<file path="src/hdl/spfc_pkg.sv">
// Shared types and constants of the switch port flow control block.
package spfc_pkg;

  typedef enum logic [2:0] {
    KIND_ACK_REQ  = 3'd0,
    KIND_FWD_REQ  = 3'd1,
    KIND_ACK_RESP = 3'd2,
    KIND_FWD_RESP = 3'd3,
    KIND_OVERFLOW = 3'd4
  } kind_e;

  localparam logic [1:0] CMD_BEGIN_REQ  = 2'd0;
  localparam logic [1:0] CMD_END_REQ    = 2'd1;
  localparam logic [1:0] CMD_BEGIN_RESP = 2'd2;
  localparam logic [1:0] CMD_END_RESP   = 2'd3;

  localparam logic [1:0] REG_BUS_WIDTH  = 2'd0;
  localparam logic [1:0] REG_REQ_LIMIT  = 2'd1;
  localparam logic [1:0] REG_RESP_LIMIT = 2'd2;

  localparam logic [7:0] BUS_WIDTH_RST  = 8'd32;
  localparam logic [3:0] REQ_LIMIT_RST  = 4'd4;
  localparam logic [3:0] RESP_LIMIT_RST = 4'd4;

  localparam int unsigned FIFO_DEPTH = 2;

  typedef struct packed {
    logic        is_resp;
    logic        is_begin;
    logic        rd;
    logic [7:0]  tag;
    logic [1:0]  origin;
    logic [1:0]  dest;
    logic [15:0] length;
  } item_t;

  typedef struct packed {
    kind_e       kind;
    logic [7:0]  tag;
    logic [1:0]  port;
    logic [15:0] beats;
    logic        last;
  } result_t;

endpackage

</file>
<file path="src/hdl/spfc_fifo.sv">
// Short item queue between the front and the back.
module spfc_fifo (
  input  logic                clk_i,
  input  logic                rst_ni,
  input  logic                push_i,
  input  spfc_pkg::item_t     item_i,
  input  logic                pop_i,
  output spfc_pkg::item_t     item_o,
  output logic                empty_o,
  output logic                full_o
);

  localparam int unsigned PW = $clog2(spfc_pkg::FIFO_DEPTH);

  spfc_pkg::item_t                        mem_q [spfc_pkg::FIFO_DEPTH];
  logic [PW-1:0]                          wr_q, rd_q;
  logic [$clog2(spfc_pkg::FIFO_DEPTH+1)-1:0] cnt_q;

  assign empty_o = cnt_q == '0;
  assign full_o  = cnt_q == ($bits(cnt_q))'(spfc_pkg::FIFO_DEPTH);
  assign item_o  = mem_q[rd_q];

  always_ff @(posedge clk_i or negedge rst_ni) begin
    if (!rst_ni) begin
      wr_q  <= '0;
      rd_q  <= '0;
      cnt_q <= '0;
    end else begin
      if (push_i) begin
        wr_q <= (wr_q == PW'(spfc_pkg::FIFO_DEPTH - 1)) ? '0 : wr_q + PW'(1);
      end
      if (pop_i) begin
        rd_q <= (rd_q == PW'(spfc_pkg::FIFO_DEPTH - 1)) ? '0 : rd_q + PW'(1);
      end
      if (push_i && !pop_i) begin
        cnt_q <= cnt_q + 1'b1;
      end else if (pop_i && !push_i) begin
        cnt_q <= cnt_q - 1'b1;
      end
    end
  end

  always_ff @(posedge clk_i) begin
    if (push_i) begin
      mem_q[wr_q] <= item_i;
    end
  end

endmodule

</file>
<file path="config.mk">
export PLATFORM = sky130hd
export DESIGN_NAME = spfc_fifo
export DESIGN_NICKNAME = d
export VERILOG_FILES = /design/src/hdl/spfc_pkg.sv /design/src/hdl/spfc_fifo.sv
export SDC_FILE = /design/constraint.sdc
export NUM_CORES = 1
export LEC_CHECK = 0
export ABC_AREA = 1
export BUFFER_PORTS_ARGS = -buffer_cell sky130_fd_sc_hd__buf_2
export CORE_ASPECT_RATIO = 1.5
export CORE_MARGIN = 2
export CORE_UTILIZATION = 30
export CTS_BUF_LIST = sky130_fd_sc_hd__clkbuf_4
export CTS_CLUSTER_DIAMETER = 40
export DETAILED_ROUTE_END_ITERATION = 8
export PLACE_DENSITY = 0.55
export SYNTH_ARGS = -nofsm -noshare
export SYNTH_HDL_FRONTEND = slang
export SYNTH_SLANG_ARGS = --single-unit
</file>
<file path="constraint.sdc">
create_clock -name clk_i -period 2.4 [get_ports clk_i]
set_clock_uncertainty 0.05 [all_clocks]
set_input_delay 0.48 -clock clk_i [delete_from_list [all_inputs] [get_ports clk_i]]
set_output_delay 0.48 -clock clk_i [all_outputs]
set_load 0.02 [all_outputs]
</file>
==> run summary, run 1 <==
synthesized area: 0.00260 sq mm
gr ovfl total: 0
Max IR drop VDD: 449 uV
wire length on met3: 339 um
Cell Pwr Density: 1160 mW/mm^2
Synth Flop Type: edfxtp_1
register area share after synthesis: 75.5%
FF-to-FF Start: wr_q
hold crit path type: in2reg
Synthesis Warnings: 0
Worst R2R End: mem_q[0][10]
status: complete, no violations
CP endpoint kind: output port
Internal: 2530 uW
Post-layout nets: 238
final wirelength: 4.25 mm
combinational power share: 36.3%
Synth Area per Inst: 21.3 sq um
Psw: 1200 uW
vias: 1308
CP endpoint: item_o[17]
ys async rst share: 6.06%
Worst-Margin Slew: 0.416 ns
Static Leak: 0.00133 uW
Flop pwr share: 44.8%
Die Area: 0.00943 sq mm
critical path arrival: 1.71 ns
Core Region: 0.00841 sq mm
largest net degree at the start of global routing: 21
dpl hpwl: 2.97 mm
Clock Power Share: 18.9%
WP depth: 3
num rows: 41
Synth Net Count: 158
Bufs and invs on worst path: 2
WL/cell: 13.5 um
# setup viols final: 0
Tmin final: 2.24 ns
share of the synthesized area in the top cell type: 71.7%
Synth Instances: 122
total track usage: 9.92%
CP Launch Type: flip-flop
Max-slew headroom: 72.2%
total chip power: 3720 uW
max-capacitance violation count: 0
Avg Vias per Cell: 4.17
drt first pass iters: 4
RSZ-0062 raised after global routing: false
Post-Place Setup Slack: 0.486 ns
postcts setup bufs: 0
top layer in use: met5
Synth cell types: 14
first-pass GRT wire length: 6.57 mm
number of flops mapped to enable cells by yosys: 62
met1 WL: 1.58 mm
Sw Ratio: 32.1%
CP Class: reg2out
Residual DRC: 0
Layout area overhead: 23.7%
CTS Buffer Depth: 2
CTS Sinks: 66
Reg2Reg Depth: 2
max incr delay on CP: 0.60 ns
Met2 Routed Length: 2.20 mm
number of global-route vias before repair: 1367
CTS tree: built
# H-tree levels: 3
Cell Chain, Critical Path: buf_4, mux2_4, buf_2
worst-path maximum fanout: 13
starting density of the core: 30.9%
Commonest cells post-synth: edfxtp_1 (62), mux2_4 (29), inv_1 (7), nand2_1 (5), dfrtp_1 (4)
clk root buf: clkbuf_4
Antenna Cells: 0
Post-DRT Antenna Nets: 0
Worst setup startpoint: rd_q
Die Wd: 80.0 um
most frequent cell after synthesis: edfxtp_1
smallest hold slack: 0.208 ns
Finished Cell Area: 0.00321 sq mm
Yosys top cell by area: edfxtp_1
Slowest cell on crit path: dfrtp_4
Placement Cell Area: 0.00307 sq mm
register bit total from synthesis: 66
TNS Setup: 0 ns
Num CTS Buffers: 9
share of cells above drive strength 1: 57.5%
count of input and output buffers: 67
fmax: 447 MHz
Slew Limit Fails: 0
fin crit share: 93.3%
clock-pin slew of the registers on the worst-case setup and hold paths: 0.10 ns
Ports: 68
drt initial violations: 51
reg2reg setup slack: 1.00 ns
clock latency on the worst-skew pair: 0.40 ns
setup ws final: 0.161 ns
Final Hold Vio Count: 0
initial antenna violation count: 1
Chip Height: 118 um
CP delay by family, top: flip-flops
Req. time, crit path: 1.87 ns
gpl congestion: 0.623
synth top area cells: edfxtp_1 (72%), mux2_4 (17%), dfrtp_1 (3.9%)
-- per-layer routing --
| metal | track usage (%) | vias to the layer above |
|---|---|---|
| met5 | 0 | - |
| met2 | 16.1 | 47 |
| met1 | 9.85 | 625 |
| met4 | 6.67 | 2 |
| li1 | - | 619 |
| met3 | 4.60 | 15 |
-- cell usage in the layout (no fill, tap or decap) --
cell type      count
inv_1              7
edfxtp_1          62
clkinv_1           2
dlygate4sd3_1      1
xor2_1             2
buf_2             67
mux2_2             2
clkinv_2           1
clkbuf_4          12
bufinv_16          1
buf_12             2
dfrtp_4            1
xnor2_1            1
mux2_4            29
nor2_1             2
dfrtp_1            3
nand4_1            1
buf_4              3
nand2_1            5
nand3_1            1
ha_1               1
nor2_4             1
-- per-stage QoR --
stage               utilization [%]  std cells
floorplan                         -        122
global placement               36.5        297
detailed placement             36.5        297
CTS                            38.1        314
global route                   38.2        314
finish                         38.2        314
-- final cells by class --
type                       count  area (sq um)
multi-input combinational     45           546
tap                          107           134
sequential                    66          1970
timing repair buffer          73           408
clock inverter                 4          42.5
inverter                       7          26.3
fill                         847          5200
clock buffer                  12          90.1
-- worst reg2reg max path, cell delays in order, from the launching register on --
cell     delay (ns)
dfrtp_1        0.44
nor2_4         0.38
buf_12         0.24
-- state kept, by name (all words and copies together) (netlist names) --
name,cells
rd_q,1
wr_q,1
mem_q,62
cnt_q,2
-- power groups by stage --
stage,registers (uW),logic (uW),clock network (uW)
floorplan,1620,1120,0
global placement,1690,1370,0
detailed placement,1700,1380,0
CTS,1670,1380,737
global route,1700,1450,780
finish,1670,1350,704
-- how the worst min path moves through the flow --
| stage | slack (ns) | cells after the start | to | startpoint |
|---|---|---|---|---|
| floorplan | 0.13 | 0 | cnt_q[0] | rst_ni |
| CTS | 0.16 | 1 | mem_q[0][6] | item_i[6] |
| global route | 0.16 | 1 | mem_q[0][22] | item_i[22] |
| detailed placement | 0.24 | 1 | cnt_q[1] | rst_ni |
| global placement | 0.25 | 1 | wr_q | rst_ni |
| finish | 0.21 | 2 | rd_q | pop_i |
-- cells by family (layout without fill, tap and decap cells) --
| family | count (synthesis) | after routing | synth area share (%) |
|---|---|---|---|
| XOR/XNOR | 3 | 3 | 1.01 |
| flip-flops | 66 | 66 | 75.5 |
| multiplexers | 31 | 31 | 17.6 |
| AND/OR/NAND/NOR | 10 | 10 | 1.59 |
| adder cells (fa/ha/maj) | 1 | 1 | 0.482 |
| buffers and inverters | 11 | 96 | 3.76 |
-- repair_timing --
action / CTS / global route
hold buffers: 1 / 0
gates resized for setup: 0 / 1
endpoints found under the setup margin: 0 / 7
hold endpoints to repair: 4 / 0
Note: power is estimated with default switching activity, not from simulation.
==> run 2, diff against run 1 <==
- ABC_AREA: 1 -> default
==> run summary, run 2 <==
status: complete, no violations (unchanged)
CTS Sinks: 66 (unchanged)
# setup viols final: 0 (unchanged)
ys async rst share: 6.06% (unchanged)
hold endpoint: mem_q[0][19] (was rd_q)
fmax: 454 MHz (was 447 MHz)
Bufs and invs on worst path: 2 (unchanged)
max-capacitance violation count: 0 (unchanged)
worst-path maximum fanout: 21 (was 13)
Largest regs: mem_q: 62 flops, cnt_q: 2 flops (unchanged)
TNS Setup: 0 ns (unchanged)
Req. time, crit path: 1.87 ns (about the same)
synth top area cells: edfxtp_1 (72%), mux2_4 (17%), dfrtp_1 (3.9%) (unchanged)
Static Leak: 0.00128 uW (was 0.00133 uW)
Num CTS Buffers: 9 (unchanged)
met2 GRT Util: 17.5% (was 16.1%)
Slowest cell on crit path: mux2_2 (was dfrtp_4)
setup ws final: 0.199 ns (was 0.161 ns)
CP delay by family, top: buffers and inverters (was flip-flops)
num rows: 41 (unchanged)
number of global-route vias before repair: 1367 (unchanged)
Synth Instances: 113 (was 122)
# fillers: 799 (was 847)
commonest non-fill, non-tap cells in the layout: buf_2 (67), edfxtp_1 (62), mux2_4 (29), clkbuf_4 (11) (was buf_2 (67), edfxtp_1 (62), mux2_4 (29), clkbuf_4 (12), inv_1 (7))
clock latency on the worst-skew pair: 0.41 ns (was 0.40 ns)
gpl congestion: 0.594 (was 0.623)
Max-slew headroom: 74.6% (was 72.2%)
CP Launch Type: flip-flop (unchanged)
initial antenna violation count: 0 (was 1)
hold crit path type: in2reg (unchanged)
Chip Height: 118 um (about the same)
global route hottest layer: met2 (unchanged)
starting density of the core: 30.8% (was 30.9%)
Post-Place Setup Slack: 0.627 ns (was 0.486 ns)
Post-layout nets: 229 (was 238)
Antenna Cells: 0 (unchanged)
Synth Flop Type: edfxtp_1 (unchanged)
largest net degree at the start of global routing: 24 (was 21)
Ports: 68 (unchanged)
total track usage: 10.1% (was 9.92%)
reg2reg setup slack: 1.06 ns (was 1.00 ns)
count of input and output buffers: 67 (unchanged)
commonest non-fill, non-tap cell in the layout: buf_2 (unchanged)
fin crit share: 91.7% (was 93.3%)
FF-to-FF Start: wr_q (unchanged)
Largest Register: mem_q (unchanged)
Synth Area per Inst: 22.8 sq um (was 21.3 sq um)
RSZ-0062 raised after global routing: false (unchanged)
GRT met1 Usage: 9.02% (was 9.85%)
first-pass GRT wire length: 6.58 mm (was 6.57 mm)
Commonest cells post-synth: edfxtp_1 (62), mux2_4 (29), dfrtp_1 (4), xor2_1 (4), buf_12 (3) (was edfxtp_1 (62), mux2_4 (29), inv_1 (7), nand2_1 (5), dfrtp_1 (4))
synthesized area: 0.00258 sq mm (was 0.00260 sq mm)
clock-pin slew of the registers on the worst-case setup and hold paths: 0.10 ns (about the same)
Max IR drop VDD: 463 uV (was 449 uV)
Cell Pwr Density: 1130 mW/mm^2 (was 1160 mW/mm^2)
Cell Chain, Critical Path: buf_4, mux2_2, buf_2 (was buf_4, mux2_4, buf_2)
Worst R2R End: mem_q[0][27] (was mem_q[0][10])
Synth Net Count: 149 (was 158)
# H-tree levels: 3 (unchanged)
Die Area: 0.00936 sq mm (was 0.00943 sq mm)
dpl hpwl: 2.95 mm (was 2.97 mm)
Slew Limit Fails: 0 (unchanged)
share of the synthesized area in the top cell type: 72.2% (was 71.7%)
register bit total from synthesis: 66 (unchanged)
Die Wd: 79.7 um (was 80.0 um)
CP endpoint kind: output port (unchanged)
hold path depth: 1 (was 2)
Synth cell types: 13 (was 14)
final wirelength: 4.30 mm (was 4.25 mm)
Residual DRC: 0 (unchanged)
Worst-Margin Slew: 0.381 ns (was 0.416 ns)
Post-DRT Antenna Nets: 0 (unchanged)
gr ovfl total: 0 (unchanged)
Avg Vias per Cell: 4.06 (was 4.17)
drt first pass iters: 3 (was 4)
most frequent cell after synthesis: edfxtp_1 (unchanged)
WL/cell: 14.1 um (was 13.5 um)
Yosys top cell by area: edfxtp_1 (unchanged)
post-CTS resize count: 0 (unchanged)
M3 GR Usage: 4.06% (was 4.60%)
CP Class: reg2out (unchanged)
Final Hold Vio Count: 0 (unchanged)
vias: 1237 (was 1308)
register area share after synthesis: 76.1% (was 75.5%)
share of cells above drive strength 1: 59.6% (was 57.5%)
Layout area overhead: 22.1% (was 23.7%)
HP Start: item_i[19] (was pop_i)
drt initial violations: 39 (was 51)
max incr delay on CP: 0.38 ns (was 0.60 ns)
number of flops mapped to enable cells by yosys: 62 (unchanged)
max FFs per register: 62 (unchanged)
CTS Buffer Depth: 2 (unchanged)
clk root buf: clkbuf_4 (unchanged)
final non-filler cell total: 305 (was 314)
Core Region: 0.00836 sq mm (was 0.00841 sq mm)
Tmin final: 2.20 ns (was 2.24 ns)
CTS tree: built (unchanged)
placed insts: 288 (was 297)
Synthesis Warnings: 0 (unchanged)
Reg2Reg Depth: 2 (unchanged)
critical path arrival: 1.67 ns (was 1.71 ns)
-- run 2: worst max path at each step --
stage             endpoint  cells after the start  startpoint  slack (ns)
6_report        item_o[11]                      3        rd_q        0.20
2_1_floorplan  mem_q[0][0]                      1      push_i        0.04
3_3_place_gp    item_o[10]                      3        rd_q        0.64
4_1_cts         item_o[11]                      3        rd_q        0.14
5_1_grt         item_o[11]                      3        rd_q         0.1
3_5_place_dp    item_o[11]                      3        rd_q        0.63
-- run 2: final cells by class --
type / count / area [sq um] / area share (%)
multi-input cells: 42 / 548 / 17.4
clock inverters: 5 / 21.3 / 0.676
clock buffers: 11 / 82.6 / 2.62
inverters: 1 / 3.75 / 0.119
well taps: 107 / 134 / 4.25
repair buffers: 73 / 395 / 12.6
flip-flops and latches: 66 / 1960 / 62.4
-- run 2: what timing repair did --
action | 4_1_cts | 5_1_grt
hold buffers | 1 | 0
setup buffers | 0 | 0
endpoints found under the hold margin | 4 | 0
-- run 2: per-stage QoR --
| step | utilization, % | hold WS, ns | cell area (sq um) | total power [uW] |
|---|---|---|---|---|
| 6_report | 37.6 | 0.202 | 3150 | 3570 |
| 5_1_grt | 37.6 | 0.156 | 3150 | 3750 |
| 4_1_cts | 37.6 | 0.159 | 3150 | 3640 |
| 2_1_floorplan | - | 0.134 | 2580 | 2730 |
| 3_5_place_dp | 36.3 | 0.246 | 3030 | 3040 |
| 3_3_place_gp | 36.3 | 0.242 | 3030 | 3030 |
-- run 2: cells by family after synthesis --
family	after synthesis	synth area share (%)
buffers and inverters	5	2.91
multiplexers	31	17.8
flip-flops	66	76.1
AND/OR/NAND/NOR	5	1.02
adder cells (fa/ha/maj)	1	0.485
XOR/XNOR	5	1.70
-- run 2: report_power, final --
part	internal (uW)	switching, uW
Clock	223	361
Sequential	1530	77.8
Combinational	627	745
-- run 2: worst reg2reg max path: cells and delay by family, from the launching register on --
kind,cells,cell delay [ns]
buffers and inverters,1,0.24
DFF,1,0.44
and+or+nand+nor,1,0.32
-- run 2: layer usage --
metal	part of all wire, %	vias up
met4	3.4	0
met5	0	-
met3	5.6	11
li1	-	595
met2	56	37
met1	35	594
==> run 3, diff against run 2 <==
- REMOVE_ABC_BUFFERS: default -> 1
==> run summary, run 3 (same netlist as run 2, synthesis figures left out) <==
Core Region: 0.00836 sq mm (unchanged)
max-capacitance violation count: 0 (unchanged)
drt initial violations: 73 (was 39)
CTS Buffer Depth: 2 (unchanged)
Largest regs: mem_q: 62 flops, cnt_q: 2 flops (unchanged)
post-layout util: 37.6% (about the same)
Req. time, crit path: 1.87 ns (about the same)
multi-input logic area: 548 sq um (unchanged)
number of global-route vias before repair: 1301 (was 1367)
Chip Height: 118 um (unchanged)
Die Wd: 79.7 um (unchanged)
# hold bufs at CTS: 1 (unchanged)
CP Class: reg2out (unchanged)
starting density of the core: 30.8% (unchanged)
CTS tree: built (unchanged)
Die Area: 0.00936 sq mm (unchanged)
fin crit share: 88.7% (was 91.7%)
commonest non-fill, non-tap cell in the layout: buf_2 (unchanged)
# H-tree levels: 3 (unchanged)
critical path arrival: 1.60 ns (was 1.67 ns)
first-pass GRT wire length: 6.44 mm (was 6.58 mm)
TNS Setup: 0 ns (unchanged)
Cell Pwr Density: 1130 mW/mm^2 (about the same)
max FFs per register: 62 (unchanged)
clock latency on the worst-skew pair: 0.41 ns (about the same)
gpl congestion: 0.730 (was 0.594)
smallest hold slack: 0.198 ns (was 0.202 ns)
final wirelength: 4.37 mm (was 4.30 mm)
Antenna Cells: 0 (unchanged)
# setup viols final: 0 (unchanged)
Ports: 68 (unchanged)
Post-layout nets: 230 (was 229)
Static Leak: 0.00129 uW (was 0.00128 uW)
Largest Register: mem_q (unchanged)
Worst-Margin Slew: 0.338 ns (was 0.381 ns)
clk root buf: clkbuf_4 (unchanged)
Avg Vias per Cell: 4.16 (was 4.06)
dpl hpwl: 3.02 mm (was 2.95 mm)
drt first pass iters: 3 (unchanged)
status: complete, no violations (unchanged)
Max IR drop VDD: 436 uV (was 463 uV)
total chip power: 3570 uW (about the same)
share of cells above drive strength 1: 59.8% (was 59.6%)
FF-to-FF Start: wr_q (unchanged)
Tmin final: 2.13 ns (was 2.20 ns)
initial antenna violation count: 0 (unchanged)
gr ovfl total: 0 (unchanged)
CTS Sinks: 66 (unchanged)
postcts setup bufs: 0 (unchanged)
WL/cell: 14.3 um (was 14.1 um)
Num CTS Buffers: 9 (unchanged)
CP Launch Type: flip-flop (unchanged)
CP endpoint kind: output port (unchanged)
fmax: 470 MHz (was 454 MHz)
Post-DRT Antenna Nets: 0 (unchanged)
worst-path maximum fanout: 18 (was 21)
num rows: 41 (unchanged)
vias: 1273 (was 1237)
register area: 0.00196 sq mm (unchanged)
hold crit path type: in2reg (unchanged)
commonest non-fill, non-tap cells in the layout: buf_2 (67), edfxtp_1 (62), mux2_4 (29), clkbuf_4 (11), buf_4 (6) (was buf_2 (67), edfxtp_1 (62), mux2_4 (29), clkbuf_4 (11))
clock-pin slew of the registers on the worst-case setup and hold paths: 0.09 ns (was 0.10 ns)
Residual DRC: 0 (unchanged)
total track usage: 10.0% (was 10.1%)
final non-filler cell total: 306 (was 305)
Slew Limit Fails: 0 (unchanged)
RSZ-0062 raised after global routing: false (unchanged)
Layout area overhead: 21.9% (was 22.1%)
# fillers: 802 (was 799)
Max-slew headroom: 77.4% (was 74.6%)
HP Start: pop_i (was item_i[19])
Final Hold Vio Count: 0 (unchanged)
count of input and output buffers: 67 (unchanged)
largest net degree at the start of global routing: 19 (was 24)
placed insts: 289 (was 288)
Worst setup startpoint: rd_q (unchanged)
post-CTS resize count: 0 (unchanged)
[run 3: cell types whose count changed in the layout (fill, tap and decap cells not counted)]
cell | before | now
buf_12 | 1 | 0
buf_4 | 4 | 6
[run 3: area by class of cell]
cell class	instances	area share (%)
Clock inverter	5	0.677
Clock buffer	11	2.63
Sequential cell	66	62.5
Inverter	1	0.119
Timing Repair Buffer	74	12.4
Tap cell	107	4.26
Multi-Input combinational cell	42	17.4
[run 3: layer usage]
metal	vias up	global-route usage (%)	part of all wire (%)	routed length [um]
li1	599	-	-	-
met1	628	9.37	36	1590
met2	36	17.1	56	2430
met3	10	3.76	4.9	216
met4	0	7.76	3.1	135
met5	-	0	0	0
[run 3: path summary, 6_finish.rpt]
| check | end | slack [ns] | cells past startpoint |
|---|---|---|---|
| max in group asynchronous | rd_q | 1.83 | 2 |
| max | item_o[18] | 0.27 | 3 |
| min | rd_q | 0.20 | 2 |
| min in group asynchronous | cnt_q[1] | 0.33 | 2 |
| min reg2reg | cnt_q[1] | 0.45 | 1 |
| max reg2reg | mem_q[1][26] | 1.16 | 2 |
[run 3: stage by stage]
step / instance area [sq um] / setup slack, ns
2_1_floorplan: 2510 / 0.0424
3_3_place_gp: 3030 / 0.698
3_5_place_dp: 3030 / 0.696
4_1_cts: 3140 / 0.219
5_1_grt: 3140 / 0.172
6_report: 3140 / 0.272
[run 3: where the power goes]
| group | leakage (uW) | switching [uW] | internal, uW |
|---|---|---|---|
| clock network | 0.0000631 | 361 | 223 |
| logic | 0.000595 | 751 | 621 |
| registers | 0.000628 | 78.6 | 1530 |
[run 3: critical path, cell delays in order, from the launching register on]
cell and delay, ns:
dfrtp_2 0.36, buf_4 0.32, mux2_4 0.34, buf_2 0.16
